### config.mk
export PLATFORM = sky130hd
export DESIGN_NAME = cwa_alu
export DESIGN_NICKNAME = d
export VERILOG_FILES = /design/src/design/assert_macros.svh /design/src/design/cwa_pkg.sv /design/src/design/cwa_alu.sv
export SDC_FILE = /design/constraint.sdc
export NUM_CORES = 1
export LEC_CHECK = 0
export ABC_AREA = 1
export BUFFER_PORTS_ARGS = -buffer_cell sky130_fd_sc_hd__buf_4
export CORE_MARGIN = 5
export CORE_UTILIZATION = 60
export DETAILED_ROUTE_END_ITERATION = 8
export PLACE_DENSITY = 0.95
export SYNTH_ARGS = -nofsm -noshare
export SYNTH_HDL_FRONTEND = slang
export SYNTH_SLANG_ARGS = --single-unit
### constraint.sdc
create_clock -name vclk -period 6.05
set_clock_uncertainty 0.15 [all_clocks]
set_input_delay 0.3025 -clock vclk [all_inputs]
set_output_delay 0.3025 -clock vclk [all_outputs]
set_load 0.05 [all_outputs]
### src/design/assert_macros.svh
// assert_macros.svh: assertion macros shared by the control word ALU modules.
// No dependencies; taken in by `include where assertions are written.
`ifndef ASSERT_MACROS_SVH
`define ASSERT_MACROS_SVH

// Check a property on every rising edge outside reset.
`define CWA_ASSERT(label, clk, rst_n, prop, msg) \
    label: assert property (@(posedge clk) disable iff (!rst_n) (prop)) \
        else $error(msg);

// Check that a condition never holds outside reset.
`define CWA_NEVER(label, clk, rst_n, cond, msg) \
    `CWA_ASSERT(label, clk, rst_n, !(cond), msg)

`endif

### src/design/cwa_pkg.sv
// cwa_pkg: item types, opcode codes and constants for the control word ALU.
// No dependencies.
package cwa_pkg;

    localparam int DATA_W = 16;
    localparam logic [DATA_W-1:0] ALL_ONES = {DATA_W{1'b1}};

    // ALU opcodes
    typedef enum logic [3:0] {
        OP_AND     = 4'd1,
        OP_OR      = 4'd2,
        OP_XOR     = 4'd3,
        OP_SHIFT_A = 4'd4,
        OP_ADD     = 4'd5,
        OP_SHIFT_B = 4'd6,
        OP_PASS_A  = 4'd7,
        OP_PASS_B  = 4'd8,
        OP_SUB     = 4'd9,
        OP_PASS_C  = 4'd10,
        OP_CMP     = 4'd11,
        OP_PASS_D  = 4'd13,
        OP_SHL8    = 4'd15
    } opcode_t;

    // control flag bit positions
    localparam int CF_IMM_ZEXT    = 0;
    localparam int CF_B_FROM_REG  = 1;
    localparam int CF_A_ZERO      = 2;
    localparam int CF_FORCE_TGT   = 3;
    localparam int CF_FORCE_ADDR  = 4;
    localparam int CF_FORCE_STORE = 5;
    localparam int CF_FORCE_WB    = 6;
    localparam int CF_LINK_WB     = 7;

    // compare flag codes
    localparam logic [1:0] FLG_GREATER = 2'd0;
    localparam logic [1:0] FLG_EQUAL   = 2'd1;
    localparam logic [1:0] FLG_LESS    = 2'd2;

    typedef struct packed {
        logic [3:0]        opcode;
        logic [7:0]        control_flags;
        logic [7:0]        immediate;
        logic [DATA_W-1:0] reg_a;
        logic [DATA_W-1:0] reg_b;
        logic [DATA_W-1:0] link_value;
    } cwa_cmd_t;

    typedef struct packed {
        logic [DATA_W-1:0] target;
        logic [1:0]        flags;
        logic [DATA_W-1:0] writeback;
        logic [DATA_W-1:0] mem_address;
        logic [DATA_W-1:0] store_data;
    } cwa_res_t;

    // handshake between the input register and the result register
    typedef struct packed {
        logic valid;
        logic ready;
    } cwa_hs_t;

endpackage

### src/design/cwa_alu.sv
// cwa_alu: operand selection, ALU, compare flags and output forcing.
// Depends on cwa_pkg.
module cwa_alu
    import cwa_pkg::*;
(
    input  cwa_cmd_t   item,
    input  logic [1:0] flags_cur,
    output cwa_res_t   res
);

    logic [DATA_W-1:0] imm_ext;
    logic [DATA_W-1:0] opnd_a;
    logic [DATA_W-1:0] opnd_b;
    logic [DATA_W-1:0] alu;
    logic [1:0]        flags_new;
    logic [3:0]        shamt;

    // operand muxes
    always_comb
    begin
        if (item.control_flags[CF_IMM_ZEXT])
        begin
            imm_ext = {{(DATA_W-8){1'b0}}, item.immediate};
        end
        else
        begin
            imm_ext = {{(DATA_W-8){item.immediate[7]}}, item.immediate};
        end
        opnd_b = item.control_flags[CF_B_FROM_REG] ? item.reg_b : imm_ext;
        opnd_a = item.control_flags[CF_A_ZERO] ? '0 : item.reg_a;
        shamt  = opnd_b[3:0];
    end

    // ALU and compare
    always_comb
    begin
        flags_new = flags_cur;
        unique case (opcode_t'(item.opcode))
            OP_AND:  alu = opnd_a & opnd_b;
            OP_OR:   alu = opnd_a | opnd_b;
            OP_XOR:  alu = opnd_a ^ opnd_b;
            OP_SHIFT_A, OP_SHIFT_B:
            begin
                // bit 3 of the amount picks the direction
                if (shamt[3])
                begin
                    alu = opnd_a >> shamt;
                end
                else
                begin
                    alu = opnd_a << shamt;
                end
            end
            OP_ADD:  alu = opnd_a + opnd_b;
            OP_SUB:  alu = opnd_a - opnd_b;
            OP_CMP:
            begin
                alu = opnd_a;
                if (opnd_a == opnd_b)
                begin
                    flags_new = FLG_EQUAL;
                end
                else if (opnd_a < opnd_b)
                begin
                    flags_new = FLG_LESS;
                end
                else
                begin
                    flags_new = FLG_GREATER;
                end
            end
            OP_SHL8: alu = {opnd_b[DATA_W-9:0], 8'h00};
            OP_PASS_A, OP_PASS_B, OP_PASS_C, OP_PASS_D: alu = opnd_b;
            default: alu = ALL_ONES;
        endcase
    end

    // output selection and forcing
    always_comb
    begin
        res.target = item.control_flags[CF_FORCE_TGT] ? ALL_ONES : opnd_a;
        res.flags  = flags_new;
        if (item.control_flags[CF_LINK_WB])
        begin
            res.writeback = item.link_value;
        end
        else if (item.control_flags[CF_FORCE_WB])
        begin
            res.writeback = ALL_ONES;
        end
        else
        begin
            res.writeback = alu;
        end
        res.mem_address = item.control_flags[CF_FORCE_ADDR] ? ALL_ONES : alu;
        res.store_data  = item.control_flags[CF_FORCE_STORE] ? ALL_ONES : opnd_a;
    end

endmodule

==> impl_metrics.json <==
{
  "die_area_um2": 9380,
  "rows": 31,
  "die_w_um": 96.8,
  "cts_hold_buf": 0,
  "worst_slew_pin_slew_ns": 1.17,
  "start_util_pct": 62.0,
  "synth.area.mux_share_pct": 0,
  "vias_per_cell": 6.07,
  "grt_pass1_wl_um": 29800,
  "io_pins": 136,
  "routabilityCongestion": 1.14,
  "antenna_found_initial": 0,
  "wl_per_cell_um": 16.8,
  "drtAntennaViolNets": 0,
  "synth_compound_area_share_pct": 22.8,
  "first_pass_iters": 7,
  "area_growth_pct": 21.5,
  "portBuffers": 136,
  "synthXorXnorAreaFrac_pct": 0.387,
  "syn_area_per_cell_um2": 5.10,
  "drv_cap": 0,
  "synth_area_um2": 4520,
  "hold_start": "item[2]",
  "finalPower_mw": 0.660,
  "drive_gt1_share_pct": 17.6,
  "final_cells": 1096,
  "dp.cells": 1096,
  "slew_headroom_pct": 21.4,
  "cts_resized": 0,
  "post-cts-setup-buffers": 0,
  "critPathLaunch": "item[57]",
  "grt_pass1_vias": 5952,
  "slew_violations": 0,
  "worst-path-max-fanout": 28,
  "p_per_area_nw_per_um2": 120,
  "fin_nets": 1121,
  "syn_nets": 1009,
  "ys_seq_area_share_pct": 0,
  "p_leak_nw": 3.13,
  "clkbuf_count": 0,
  "post-route-period-util_pct": 67.9,
  "hold_path.class": "in2out",
  "critPathArrivalTime_ns": 3.66,
  "peakVddDrop_mv": 0.0780,
  "die_h_um": 96.8,
  "status": "completed",
  "grt_max_degree": 32,
  "vias": 6657,
  "core_area_um2": 7290,
  "wl_um": 18400,
  "yosys.area_share.simple_pct": 46.6,
  "critPathRequiredTime_ns": 5.60,
  "rsz0062_at_grt": "false",
  "hold_viol_final": 0,
  "crit_type": "in2out",
  "drc": 0,
  "setup.worst_path.start_class": "primary input",
  "fin_tns_setup_ns": 0,
  "ys_types": 43,
  "seqCellArea_um2": 0,
  "worst_hold_path.num_cells": 4,
  "diodes": 0,
  "syn_inst": 887,
  "fmax_mhz": 243,
  "synth_top_family_by_area": "simple AND/OR/NAND/NOR gates",
  "hpwl_um": 15000,
  "ys.warnings.count": 0,
  "finalCriticalPeriod_ns": 4.11,
  "synth_fa_ha_area_share_pct": 14.5,
  "gr-total-overflow": 0,
  "cp-end-kind": "primary output",
  "finalSetupViolations": 0,
  "design.seq.count": 0,
  "drt_iter0_drc": 1035,
  "grt_usage_pct": 37.4
}
routing by layer:
| metal | global-route usage, % | vias to the layer above | wire [µm] |
|---|---|---|---|
| met1 | 49.4 | 2833 | 6780 |
| li1 | - | 3116 | - |
| met2 | 59.2 | 594 | 7820 |
| met5 | 0 | - | 0 |
| met3 | 5.97 | 114 | 2650 |
| met4 | 17.5 | 0 | 1150 |
cell families (layout without fill, tap and decap cells):
kind of cell	count (synthesis)	after routing
xor gates and xnor gates	2	2
buffers and inverters	169	279
and+or+nand+nor	489	489
AOI/OAI and AO/OA	175	175
adders and majority gates	52	52
final timing paths:
path,end
setup / recovery,res[39]
hold / removal,res[34]
power breakdown:
group	total, mW	switching (mW)	internal (mW)
Clock	0	0	0
Combinational	0.660	0.463	0.197
Sequential	0	0	0
critical path: stages:
cell and delay [ns]:
buf_4 0.18, inv_2 0.26, nand2_1 0.14, nand2_2 0.37, inv_2 0.29, ha_1 0.37, inv_1 0.06, nand2_1 0.04
a21oi_1 0.40, nand2_1 0.14, nand2_1 0.14, nand2_1 0.06, nand3_1 0.11, nand2_1 0.09, a21oi_1 0.26, nand3_1 0.10
o21ai_1 0.11, inv_1 0.05, buf_4 0.18
synthesized netlist by cell type, types with 5 or more instances:
master | instances | area share (%)
nand3_1 | 85 | 9.4
o211ai_1 | 10 | 1.7
o21bai_1 | 8 | 1.3
o22ai_1 | 8 | 1.1
buf_2 | 9 | 1.0
inv_1 | 133 | 11
o21ai_1 | 25 | 2.8
nand2_2 | 13 | 1.8
o31ai_1 | 5 | 0.83
a21boi_0 | 6 | 1.0
or2_2 | 6 | 0.83
nor2_1 | 74 | 6.1
ha_1 | 51 | 14
nand2_1 | 267 | 22
nor3_1 | 10 | 1.1
o21ai_0 | 56 | 6.2
nand4_1 | 16 | 2.2
a21oi_1 | 35 | 3.9
inv_2 | 6 | 0.50
clkbuf_1 | 7 | 0.58
buf_6 | 7 | 1.7
o21ai_2 | 5 | 0.97
metrics by stage:
step	hold WS, ns	setup WS (ns)	utilization, %	area, µm²
global route	0.810	1.58	75.4	5500
global placement	0.800	2.25	75.4	5500
floorplan	0.733	2.52	-	4520
detailed placement	0.804	2.14	75.4	5500
finish	0.803	1.94	75.4	5500
CTS	0.804	2.12	75.4	5500
layout by cell type, fill, tap and decap left out, types with 4 or more instances in the layout:
| cell | instances |
|---|---|
| a21boi_0 | 6 |
| a21o_1 | 4 |
| a21oi_1 | 35 |
| buf_4 | 137 |
| ha_1 | 51 |
| inv_1 | 133 |
| inv_2 | 6 |
| nand2_1 | 267 |
| nand2_2 | 13 |
| nand3_1 | 85 |
| nand4_1 | 16 |
| nor2_1 | 74 |
| nor3_1 | 10 |
| nor4_1 | 4 |
| o2111ai_1 | 4 |
| o211ai_1 | 10 |
| o21ai_0 | 56 |
| o21ai_1 | 25 |
| o21ai_2 | 5 |
| o21bai_1 | 8 |
| o221ai_1 | 4 |
| o22ai_1 | 8 |
| o31ai_1 | 5 |
| or2_2 | 6 |
layout make-up:
type	count	area, µm²
well taps	99	124
inverters	142	533
repair buffers	137	1030
fillers	653	1790
multi-input cells	718	3810
Note: power is estimated with default switching activity, not from simulation.
